$ cat src/design/qapm_pkg.sv
// ----------------------------------------------------------------------------
// qapm_pkg
// Shared widths, limits, register indexes and types for the quad attitude
// PD mixer.
// ----------------------------------------------------------------------------
package qapm_pkg;

    localparam int AngleW = 15;
    localparam int BaseW  = 15;
    localparam int GainW  = 12;
    localparam int MotorW = 15;
    localparam int TermW  = 20;   // Q.10 axis sum floored to whole counts
    localparam int MixW   = 23;   // base plus three terms, no wrap
    localparam int CfgIdxW = 3;

    localparam logic [MotorW-1:0] MOTOR_MAX = 15'd22300;
    localparam logic [MotorW-1:0] MOTOR_MIN = 15'd16000;

    localparam logic [BaseW-1:0] BASE_ONE_RST   = 15'd20700;
    localparam logic [BaseW-1:0] BASE_TWO_RST   = 15'd20850;
    localparam logic [BaseW-1:0] BASE_THREE_RST = 15'd20700;
    localparam logic [BaseW-1:0] BASE_FOUR_RST  = 15'd20870;
    localparam logic [GainW-1:0] TILT_KP_RST    = 12'd800;
    localparam logic [GainW-1:0] TILT_KD_RST    = 12'd80;
    localparam logic [GainW-1:0] YAW_KP_RST     = 12'd0;
    localparam logic [GainW-1:0] YAW_KD_RST     = 12'd0;

    typedef enum logic [CfgIdxW-1:0] {
        REG_BASE_ONE   = 3'd0,
        REG_BASE_TWO   = 3'd1,
        REG_BASE_THREE = 3'd2,
        REG_BASE_FOUR  = 3'd3,
        REG_TILT_KP    = 3'd4,
        REG_TILT_KD    = 3'd5,
        REG_YAW_KP     = 3'd6,
        REG_YAW_KD     = 3'd7
    } cfg_reg_t;

    typedef struct packed {
        logic signed [TermW-1:0] roll;
        logic signed [TermW-1:0] pitch;
        logic signed [TermW-1:0] yaw;
    } axis_terms_t;

    typedef struct packed {
        logic [BaseW-1:0] one;
        logic [BaseW-1:0] two;
        logic [BaseW-1:0] three;
        logic [BaseW-1:0] four;
    } motor_bases_t;

endpackage

$ cat src/design/quad_attitude_pd_mixer_top.sv
// ----------------------------------------------------------------------------
// quad_attitude_pd_mixer_top
// PD attitude controller with X-quad motor mixer and saturation.
// ----------------------------------------------------------------------------
// One request (yaw, pitch, roll in Q9.6 degrees) yields one set of four motor
// counts, each within 16000..22300. The block takes a new request every cycle
// unless the consumer stalls with both stages full. The sample lands in an input
// register with the previous angles, and the three PD products, sums and mixer
// run combinationally into the result register. Throughput is one request per
// clock while the consumer does not stall, set by the combinational
// multiply-add of each axis. Previous angles are cleared at reset and advance
// on every accepted request. Write the configuration registers only while no
// request is in flight.
module quad_attitude_pd_mixer_top
    import qapm_pkg::*;
(
    input  logic                      aclk,
    input  logic                      aresetn,

    input  logic                      cfg_wr_en,
    input  logic [CfgIdxW-1:0]        cfg_index,
    input  logic [BaseW-1:0]          cfg_wdata,

    input  logic                      s_valid,
    output logic                      s_ready,
    input  logic signed [AngleW-1:0]  s_yaw_angle,
    input  logic signed [AngleW-1:0]  s_pitch_angle,
    input  logic signed [AngleW-1:0]  s_roll_angle,

    output logic                      m_valid,
    input  logic                      m_ready,
    output logic [MotorW-1:0]         m_motor_one,
    output logic [MotorW-1:0]         m_motor_two,
    output logic [MotorW-1:0]         m_motor_three,
    output logic [MotorW-1:0]         m_motor_four
);

    motor_bases_t      bases_reg;
    logic [GainW-1:0]  tilt_kp_reg, tilt_kd_reg, yaw_kp_reg, yaw_kd_reg;

    logic signed [AngleW-1:0] prev_yaw_reg, prev_pitch_reg, prev_roll_reg;

    logic                     in_valid_reg;
    logic signed [AngleW-1:0] yaw_reg, pitch_reg, roll_reg;
    logic signed [AngleW-1:0] hist_yaw_reg, hist_pitch_reg, hist_roll_reg;

    logic                     out_valid_reg;
    logic [MotorW-1:0]        motor_one_reg, motor_two_reg, motor_three_reg, motor_four_reg;

    logic                     out_ready;
    logic                     in_accept;
    axis_terms_t              terms;
    logic [MotorW-1:0]        mix_one, mix_two, mix_three, mix_four;

    assign out_ready = !out_valid_reg || m_ready;
    assign s_ready   = !in_valid_reg || out_ready;
    assign in_accept = s_valid && s_ready;

    // configuration registers
    always_ff @(posedge aclk) begin
        if (!aresetn) begin
            bases_reg.one   <= BASE_ONE_RST;
            bases_reg.two   <= BASE_TWO_RST;
            bases_reg.three <= BASE_THREE_RST;
            bases_reg.four  <= BASE_FOUR_RST;
            tilt_kp_reg     <= TILT_KP_RST;
            tilt_kd_reg     <= TILT_KD_RST;
            yaw_kp_reg      <= YAW_KP_RST;
            yaw_kd_reg      <= YAW_KD_RST;
        end else if (cfg_wr_en) begin
            case (cfg_reg_t'(cfg_index))
                REG_BASE_ONE:   bases_reg.one   <= cfg_wdata;
                REG_BASE_TWO:   bases_reg.two   <= cfg_wdata;
                REG_BASE_THREE: bases_reg.three <= cfg_wdata;
                REG_BASE_FOUR:  bases_reg.four  <= cfg_wdata;
                REG_TILT_KP:    tilt_kp_reg     <= cfg_wdata[GainW-1:0];
                REG_TILT_KD:    tilt_kd_reg     <= cfg_wdata[GainW-1:0];
                REG_YAW_KP:     yaw_kp_reg      <= cfg_wdata[GainW-1:0];
                REG_YAW_KD:     yaw_kd_reg      <= cfg_wdata[GainW-1:0];
                default: ;
            endcase
        end
    end

    // angle history: advance on every accepted request
    always_ff @(posedge aclk) begin
        if (!aresetn) begin
            prev_yaw_reg   <= '0;
            prev_pitch_reg <= '0;
            prev_roll_reg  <= '0;
        end else if (in_accept) begin
            prev_yaw_reg   <= s_yaw_angle;
            prev_pitch_reg <= s_pitch_angle;
            prev_roll_reg  <= s_roll_angle;
        end
    end

    // input stage: capture the sample together with the angles before it
    always_ff @(posedge aclk) begin
        if (!aresetn) begin
            in_valid_reg <= 1'b0;
        end else if (in_accept) begin
            in_valid_reg <= 1'b1;
        end else if (out_ready) begin
            in_valid_reg <= 1'b0;
        end
    end

    always_ff @(posedge aclk) begin
        if (in_accept) begin
            yaw_reg        <= s_yaw_angle;
            pitch_reg      <= s_pitch_angle;
            roll_reg       <= s_roll_angle;
            hist_yaw_reg   <= prev_yaw_reg;
            hist_pitch_reg <= prev_pitch_reg;
            hist_roll_reg  <= prev_roll_reg;
        end
    end

    qapm_axis u_axis_yaw (
        .angle (yaw_reg),
        .prev  (hist_yaw_reg),
        .kp    (yaw_kp_reg),
        .kd    (yaw_kd_reg),
        .term  (terms.yaw)
    );

    qapm_axis u_axis_pitch (
        .angle (pitch_reg),
        .prev  (hist_pitch_reg),
        .kp    (tilt_kp_reg),
        .kd    (tilt_kd_reg),
        .term  (terms.pitch)
    );

    qapm_axis u_axis_roll (
        .angle (roll_reg),
        .prev  (hist_roll_reg),
        .kp    (tilt_kp_reg),
        .kd    (tilt_kd_reg),
        .term  (terms.roll)
    );

    qapm_mixer u_mixer (
        .terms       (terms),
        .bases       (bases_reg),
        .motor_one   (mix_one),
        .motor_two   (mix_two),
        .motor_three (mix_three),
        .motor_four  (mix_four)
    );

    // result stage: hold while the consumer stalls
    always_ff @(posedge aclk) begin
        if (!aresetn) begin
            out_valid_reg <= 1'b0;
        end else if (out_ready) begin
            out_valid_reg <= in_valid_reg;
        end
    end

    always_ff @(posedge aclk) begin
        if (out_ready && in_valid_reg) begin
            motor_one_reg   <= mix_one;
            motor_two_reg   <= mix_two;
            motor_three_reg <= mix_three;
            motor_four_reg  <= mix_four;
        end
    end

    assign m_valid       = out_valid_reg;
    assign m_motor_one   = motor_one_reg;
    assign m_motor_two   = motor_two_reg;
    assign m_motor_three = motor_three_reg;
    assign m_motor_four  = motor_four_reg;

    // every delivered count sits inside the motor range
    a_motor_range: assert property (@(posedge aclk) disable iff (!aresetn)
        m_valid |-> (m_motor_one >= MOTOR_MIN && m_motor_one <= MOTOR_MAX &&
                     m_motor_two >= MOTOR_MIN && m_motor_two <= MOTOR_MAX &&
                     m_motor_three >= MOTOR_MIN && m_motor_three <= MOTOR_MAX &&
                     m_motor_four >= MOTOR_MIN && m_motor_four <= MOTOR_MAX))
        else $error("motor count out of range");

    // an accepted request becomes the history for the next one
    a_history: assert property (@(posedge aclk) disable iff (!aresetn)
        in_accept |=> (prev_yaw_reg == $past(s_yaw_angle) &&
                       prev_roll_reg == $past(s_roll_angle)))
        else $error("angle history not advanced");

    // a sample in the input stage moves on whenever the result side is free
    a_advance: assert property (@(posedge aclk) disable iff (!aresetn)
        (in_valid_reg && out_ready) |=> m_valid)
        else $error("input stage did not advance");

    // the input stage is refilled only when it drains or is empty
    a_no_overwrite: assert property (@(posedge aclk) disable iff (!aresetn)
        (in_valid_reg && !out_ready) |-> !s_ready)
        else $error("input stage overwritten");

endmodule

$ cat src/design/qapm_axis.sv
// ----------------------------------------------------------------------------
// qapm_axis
// PD term of one axis: floor((kp*angle + kd*(prev - angle)) / 1024).
// ----------------------------------------------------------------------------
module qapm_axis
    import qapm_pkg::*;
(
    input  logic signed [AngleW-1:0] angle,
    input  logic signed [AngleW-1:0] prev,
    input  logic        [GainW-1:0]  kp,
    input  logic        [GainW-1:0]  kd,
    output logic signed [TermW-1:0]  term
);

    logic signed [AngleW:0]   diff;
    logic signed [27:0]       prod_p;
    logic signed [28:0]       prod_d;
    logic signed [29:0]       sum;

    assign diff   = 16'(prev) - 16'(angle);
    assign prod_p = 28'($signed({1'b0, kp})) * 28'(angle);
    assign prod_d = 29'($signed({1'b0, kd})) * 29'(diff);
    assign sum    = 30'(prod_p) + 30'(prod_d);

    // dropping the low ten bits of a two's complement value floors it
    assign term = sum[29:10];

endmodule

$ cat src/design/qapm_mixer.sv
// ----------------------------------------------------------------------------
// qapm_mixer
// X-quad mixer: adds or subtracts the axis terms, with per-motor signs, to each
// motor base and saturates the count to the motor range.
// ----------------------------------------------------------------------------
module qapm_mixer
    import qapm_pkg::*;
(
    input  axis_terms_t       terms,
    input  motor_bases_t      bases,
    output logic [MotorW-1:0] motor_one,
    output logic [MotorW-1:0] motor_two,
    output logic [MotorW-1:0] motor_three,
    output logic [MotorW-1:0] motor_four
);

    logic signed [MixW-1:0] r, p, y;
    logic signed [MixW-1:0] mix_one, mix_two, mix_three, mix_four;

    function automatic logic [MotorW-1:0] sat(input logic signed [MixW-1:0] v);
        logic [MotorW-1:0] res;
        if (v > $signed({8'd0, MOTOR_MAX})) begin
            res = MOTOR_MAX;
        end else if (v < $signed({8'd0, MOTOR_MIN})) begin
            res = MOTOR_MIN;
        end else begin
            res = v[MotorW-1:0];
        end
        return res;
    endfunction

    assign r = MixW'(terms.roll);
    assign p = MixW'(terms.pitch);
    assign y = MixW'(terms.yaw);

    assign mix_one   = $signed({8'd0, bases.one})   - r + p - y;
    assign mix_two   = $signed({8'd0, bases.two})   - r - p + y;
    assign mix_three = $signed({8'd0, bases.three}) + r + p + y;
    assign mix_four  = $signed({8'd0, bases.four})  + r - p - y;

    assign motor_one   = sat(mix_one);
    assign motor_two   = sat(mix_two);
    assign motor_three = sat(mix_three);
    assign motor_four  = sat(mix_four);

endmodule
$ cat config.mk
export PLATFORM = sky130hd
export DESIGN_NAME = quad_attitude_pd_mixer_top
export DESIGN_NICKNAME = d
export VERILOG_FILES = /design/src/design/qapm_pkg.sv /design/src/design/quad_attitude_pd_mixer_top.sv /design/src/design/qapm_axis.sv /design/src/design/qapm_mixer.sv
export SDC_FILE = /design/constraint.sdc
export NUM_CORES = 2
export LEC_CHECK = 0
export BUFFER_PORTS_ARGS = -buffer_cell sky130_fd_sc_hd__buf_4
export CORE_AREA = 2 2 435 437
export DETAILED_ROUTE_END_ITERATION = 10
export DIE_AREA = 0 0 437 439
export GPL_TIMING_DRIVEN = 0
export PLACE_DENSITY = 0.53
export SLEW_MARGIN = 20
export SYNTH_ARGS = -nofsm -noshare
export SYNTH_HDL_FRONTEND = slang
export SYNTH_SLANG_ARGS = --single-unit
export TNS_END_PERCENT = 5
$ cat constraint.sdc
create_clock -name aclk -period 25.6 [get_ports aclk]
set_input_delay 5.12 -clock aclk [delete_from_list [all_inputs] [get_ports aclk]]
set_output_delay 5.12 -clock aclk [all_outputs]
set_load 0.005 [all_outputs]
After elaboration in Yosys (flattened, before gate mapping)
Cells that the tools add are included.
{"block": "word_totals", "word_cells": 92, "ff_bits": 305, "output_inout_bits": 62}
{"block": "classes", "order_cmp": 8, "reduce_logical": 20, "n_eq_ne": 7, "muxes": 6, "add_sub_neg": 18, "mul": 6}
{"op": "23-bit by 16-bit > comparator with 1-bit output (second input constant)", "n": 4}
{"op": "23-bit by 15-bit < comparator with 1-bit output (second input constant)", "n": 4}
{"op": "28-bit by 29-bit adder with 30-bit output", "n": 3}
{"op": "13-bit by 16-bit multiplier with 29-bit output", "n": 3}
{"op": "13-bit by 15-bit multiplier with 28-bit output", "n": 3}
{"op": "15-bit 2-to-1 mux", "n": 4}
{"op": "15-bit by 15-bit subtractor with 16-bit output", "n": 3}
{"op": "23-bit by 20-bit adder with 23-bit output", "n": 2}
{"op": "23-bit by 20-bit subtractor with 23-bit output", "n": 2}
{"op": "21-bit by 20-bit adder with 22-bit output", "n": 2}
{"op": "21-bit by 20-bit subtractor with 22-bit output", "n": 2}
{"op": "16-bit by 20-bit adder with 21-bit output", "n": 2}
{"op": "16-bit by 20-bit subtractor with 21-bit output", "n": 2}
{"op": "2-bit AND reduction", "n": 8}
{"op": "3-bit == test (second input constant)", "n": 4}
{"op": "2-bit OR reduction", "n": 4}
{"op": "3-bit by 2-bit == test with 1-bit output (second input constant)", "n": 2}
{"op": "3-bit by 1-bit == test with 1-bit output (second input constant)", "n": 1}
{"op": "3-bit logical NOT", "n": 1}
{"op": "1-bit logical AND", "n": 2}
{"op": "1-bit logical NOT", "n": 2}
{"op": "1-bit logical OR", "n": 2}
{"op": "1-bit 2-to-1 mux", "n": 2}
{"op": "2-bit nonzero test", "n": 1}

Longest topological paths before layout
{"block": "depth", "ltp_word": 8, "ltp_mapped": 60, "ltp_nobuf": 58}

Hierarchy
A second synthesis with hierarchy kept.
{"block": "hier_totals", "cells_unflattened": 7210, "area_unflattened_um2": 66761.5}
{"module": "qapm_axis at u_axis_pitch", "area_each_um2": 15568.7, "instances": 1, "cells_per_inst": 1710}
{"module": "qapm_axis at u_axis_roll", "area_each_um2": 15422.3, "instances": 1, "cells_per_inst": 1688}
{"module": "qapm_axis at u_axis_yaw", "area_each_um2": 14918.1, "instances": 1, "cells_per_inst": 1617}
{"module": "quad_attitude_pd_mixer_top", "area_each_um2": 10456.3, "instances": 1, "cells_per_inst": 848}
{"module": "qapm_mixer", "area_each_um2": 10396.2, "instances": 1, "cells_per_inst": 1347}

Worst setup path before layout
OpenSTA, ideal clock, no wires.
{"block": "synth_path", "path_kind": "register to register", "from": "register pitch_reg[1]", "to": "register motor_three_reg[2], in the netlist m_motor_three[2] (data pin)", "path_buffers": 3, "setup_slack_ns": 12.761, "stages_incl_launch_ff": 52, "t_arrival_ns": 12.558, "required_ns": 25.320, "period_less_slack_ns": 12.839, "setup_ns": 0.280, "cell_sequence": "edfxtp_1 clkbuf_1 inv_1 ha_1 nor2b_1 o21ai_0 a21boi_0 o21ai_0 a21oi_1 a211oi_1 nor2_1 a41o_1 o22ai_1 clkbuf_1 and2_1 fa_1 inv_1 fa_1 (+16 left out) ha_1 ha_1 a21o_1 a21oi_1 o21ai_0 a211oi_1 nor2b_1 o31a_1 ha_1 clkbuf_1 a21oi_1 a211o_1 a211oi_1 and3_1 or3_1 nand3_1 o31ai_1 o21ai_0"}
{"block": "synth_via", "elab_chain_len": 7}
{"item": "start, declared", "line_no": "quad_attitude_pd_mixer_top.sv:44", "rtl": "logic signed [AngleW-1:0] yaw_reg, pitch_reg, roll_reg;"}
{"item": "start signal, assigned", "line_no": "quad_attitude_pd_mixer_top.sv:112", "rtl": "pitch_reg <= s_pitch_angle;"}
{"item": "15-bit by 15-bit subtractor with 16-bit output", "line_no": "qapm_axis.sv:20", "rtl": "assign diff = 16'(prev) - 16'(angle);"}
{"item": "13-bit by 16-bit multiplier with 29-bit output", "line_no": "qapm_axis.sv:22", "rtl": "assign prod_d = 29'($signed({1'b0, kd})) * 29'(diff);"}
{"item": "28-bit by 29-bit adder with 30-bit output (*)", "line_no": "qapm_axis.sv:23", "rtl": "assign sum = 30'(prod_p) + 30'(prod_d);"}
{"item": "21-bit by 20-bit adder with 22-bit output (*)", "line_no": "qapm_mixer.sv:38", "rtl": "assign mix_three = $signed({8'd0, bases.three}) + r + p + y;"}
{"item": "23-bit by 20-bit adder with 23-bit output (*)", "line_no": "qapm_mixer.sv:38"}
{"item": "23-bit by 15-bit < comparator with 1-bit output", "line_no": "qapm_mixer.sv:24", "rtl": "end else if (v < $signed({8'd0, MOTOR_MIN})) begin"}
{"item": "15-bit 2-to-1 mux", "line_no": "qapm_mixer.sv:24"}
{"item": "end signal, assigned", "line_no": "quad_attitude_pd_mixer_top.sv:166", "rtl": "motor_three_reg <= mix_three;"}
{"item": "end, declared", "line_no": "quad_attitude_pd_mixer_top.sv:48", "rtl": "logic [MotorW-1:0] motor_one_reg, motor_two_reg, motor_three_reg, motor_four_reg;"}
Every way passes the cells marked *; elsewhere a longest branch is shown, timed or not.
A chain may end at the register's enable or synchronous reset.

Final worst setup path
{"block": "layout_path", "from": "register roll_reg[1]", "to": "register motor_four_reg[11], in the netlist m_motor_four[11] (data pin)"}
{"block": "layout_via", "elab_chain_len": 8}
{"item": "start, declared", "line_no": "quad_attitude_pd_mixer_top.sv:44"}
{"item": "start signal, assigned", "line_no": "quad_attitude_pd_mixer_top.sv:113", "rtl": "roll_reg <= s_roll_angle;"}
{"item": "15-bit by 15-bit subtractor with 16-bit output", "line_no": "qapm_axis.sv:20"}
{"item": "13-bit by 16-bit multiplier with 29-bit output", "line_no": "qapm_axis.sv:22"}
{"item": "28-bit by 29-bit adder with 30-bit output (*)", "line_no": "qapm_axis.sv:23"}
{"item": "16-bit by 20-bit adder with 21-bit output (*)", "line_no": "qapm_mixer.sv:39", "rtl": "assign mix_four = $signed({8'd0, bases.four}) + r - p - y;"}
{"item": "21-bit by 20-bit subtractor with 22-bit output (*)", "line_no": "qapm_mixer.sv:39"}
{"item": "23-bit by 20-bit subtractor with 23-bit output (*)", "line_no": "qapm_mixer.sv:39"}
{"item": "23-bit by 15-bit < comparator with 1-bit output", "line_no": "qapm_mixer.sv:24"}
{"item": "15-bit 2-to-1 mux", "line_no": "qapm_mixer.sv:24"}
{"item": "end signal, assigned", "line_no": "quad_attitude_pd_mixer_top.sv:167", "rtl": "motor_four_reg <= mix_four;"}
{"item": "end, declared", "line_no": "quad_attitude_pd_mixer_top.sv:48"}
Marked as above.

==> results.json <==
{
  "cts.sinks": 305,
  "routed_wl_mm": 207.7,
  "num_vias": 48320,
  "min-delay-start": "prev_pitch_reg[12]",
  "period_minus_slack_ps": 16840,
  "start_util_pct": 34.92,
  "finalHoldViolations": 0,
  "worstReg2RegStart": "roll_reg[1]",
  "ios": 130,
  "vias_per_cell": 4.949,
  "track_usage_pct": 22.18,
  "grt_overflow": 0,
  "cp.buffers_inverters": 8,
  "grt_pass1_vias": 50810,
  "ys_warn_count": 0,
  "htreeDepth": 2,
  "netlist_area_mm2": 0.06530,
  "setup_tns_ps": 0,
  "largest_register_ffs": 60,
  "yosys.area.top_type_share_pct": 39.00,
  "row_count": 159,
  "slew_headroom_pct": 11.00,
  "yosys.cell_count.top_type": "inv_1",
  "cts_root_buffer": "clkbuf_16",
  "synthTopCellsByCount": "inv_1, fa_1, nand2_1, ha_1, and2_1",
  "worstMarginPinSlew_ps": 1330,
  "endpoint_kind": "flop",
  "grt_max_degree": 35,
  "critPathKind": "flop to flop",
  "cap_violations": 0,
  "synthArstFlopShare_pct": 0,
  "rr_worst_depth": 55,
  "yosysTopAreaCell": "fa_1",
  "critPathLaunchType": "flop",
  "hold_depth": 0,
  "portBuffers": 114,
  "wl_per_cell_um": 21.27,
  "slew_viol_final": 0,
  "r2r_slack_ps": 8760,
  "setup_viol": 0,
  "drive_gt1_share_pct": 4.027,
  "cts_hold_buf": 0,
  "clock_latency_ps": 650,
  "rsz0062_at_grt": "false",
  "max_freq_mhz": 59.38,
  "synthesis.nets": 8986,
  "slowest_delay_ps": 770,
  "min_path_type": "flop to flop",
  "cp_max_fo": 11,
  "fin_skew_ps": 33.52,
  "arrival_ps": 17230,
  "ys_seq_area_share_pct": 11.65,
  "crit_top_cell": "fa_1",
  "cp_data_required_time_ps": 26000,
  "cts_tree": "built",
  "first_pass_iters": 5,
  "status": "finished clean",
  "clock_path_buffers": 3,
  "fin_ws_ps": 8761,
  "first_iter_violations": 3502,
  "antenna_found_initial": 37,
  "cts_resized": 0,
  "die_x_um": 437,
  "path_delay_family": "compound AO/OA/AOI/OAI gates",
  "ant_nets": 0,
  "ys.flop_type": "dfxtp_1",
  "cts_made_buffers": 41,
  "n_fill_cell": 19090,
  "synth_seq_cells": 305,
  "drc": 0,
  "critical-path-slowest-cell": "a211oi_1",
  "dieHeight_um": 439,
  "core-area_mm2": 0.1870,
  "synth_area_per_cell_um2": 9.268,
  "gp_congestion": 0.9339,
  "post-route-period-util_pct": 65.78,
  "cts_setup_buffers": 0,
  "grt_pass1_wl_mm": 319.3,
  "dp_hpwl_mm": 176.7,
  "holdPathEnd": "hist_pitch_reg[12]",
  "design.die.area_mm2": 0.1918,
  "dp_slack_ps": 8857,
  "yosys-top-cells-area": "fa_1, ha_1, inv_1, edfxtp_1, and2_1",
  "synth_edf_count": 150,
  "syn_inst": 7046,
  "area_delta_synth_final_pct": 8.816,
  "layout.nets": 9158,
  "synth_cell_types": 107,
  "path_clk_slew_ps": 60,
  "worstReg2RegEnd": "m_motor_four[11]"
}
[how the worst max path moves through the flow]
| stage | to | startpoint | cells after the start |
|---|---|---|---|
| after CTS | m_motor_four[11] | roll_reg[1] | 55 |
| after detailed placement | m_motor_four[11] | roll_reg[1] | 55 |
| after global placement | m_motor_four[11] | roll_reg[1] | 53 |
| after global routing | m_motor_four[11] | roll_reg[1] | 55 |
| final | m_motor_four[11] | roll_reg[1] | 55 |
| after floorplan | m_motor_three[2] | pitch_reg[1] | 51 |
[routing by layer]
metal / GRT usage (%) / part of all wire (%) / wire length, um
met2: 36.47 / 47 / 97770
met4: 5.984 / 3.1 / 6358
met3: 2.944 / 5.9 / 12350
met1: 30.67 / 44 / 91210
met5: 0 / 0.013 / 27
[cells by family after synthesis]
| family | after synthesis | share of synthesized area [%] |
|---|---|---|
| simple gates | 2063 | 15.45 |
| xor+xnor | 259 | 3.474 |
| flops | 305 | 11.65 |
| mux | 12 | 0.2108 |
| buf+inv | 1689 | 9.787 |
| compound gates | 846 | 8.942 |
| fa+ha+maj | 1872 | 50.49 |
[placed cells by master (no fill, tap or decap), types with 18 or more instances in the layout]
| cell type | n |
|---|---|
| and2_1 | 565 |
| a211oi_1 | 38 |
| o211ai_1 | 32 |
| a21boi_0 | 137 |
| edfxtp_1 | 150 |
| o21ai_0 | 123 |
| clkbuf_1 | 263 |
| clkbuf_16 | 42 |
| and3_1 | 22 |
| a21o_1 | 80 |
| o21a_1 | 41 |
| xor2_1 | 74 |
| nor2_1 | 166 |
| o21bai_1 | 44 |
| buf_4 | 127 |
| nor3_1 | 56 |
| nand3_1 | 74 |
| a21oi_1 | 189 |
| fa_1 | 1272 |
| ha_1 | 600 |
| xnor2_1 | 166 |
| diode_2 | 18 |
| nor2b_1 | 96 |
| nand4_1 | 29 |
| dfxtp_1 | 155 |
| inv_1 | 1413 |
| nand2b_1 | 46 |
| nand2_1 | 936 |
| a31oi_1 | 18 |
[layout make-up]
class	count	area, um2	area share [%]
Timing Repair Buffer	129	1080	1.520
Inverter	1414	5308	7.469
Tap cell	2495	3122	4.393
Antenna cell	18	45.04	0.06339
Sequential cell	305	7607	10.71
Clock buffer	53	1122	1.579
Clock inverter	23	222.7	0.3134
Multi-Input combinational cell	5052	51470	72.43
Buffer	275	1086	1.528
[through the flow]
stage	area [um2]	hold WS, ps	util [%]	std cells
final	71060	423.6	38.00	9764
after global routing	71030	432.9	37.98	9754
after CTS	71010	422.6	37.97	9746
after detailed placement	69670	416.3	37.25	9670
after global placement	69280	413.5	37.05	9655
after floorplan	65300	408.1	-	7046
Power is left out: the tool's default activity adds up to more than one toggle a clock period on the data nets, which glitch-free logic cannot reach.
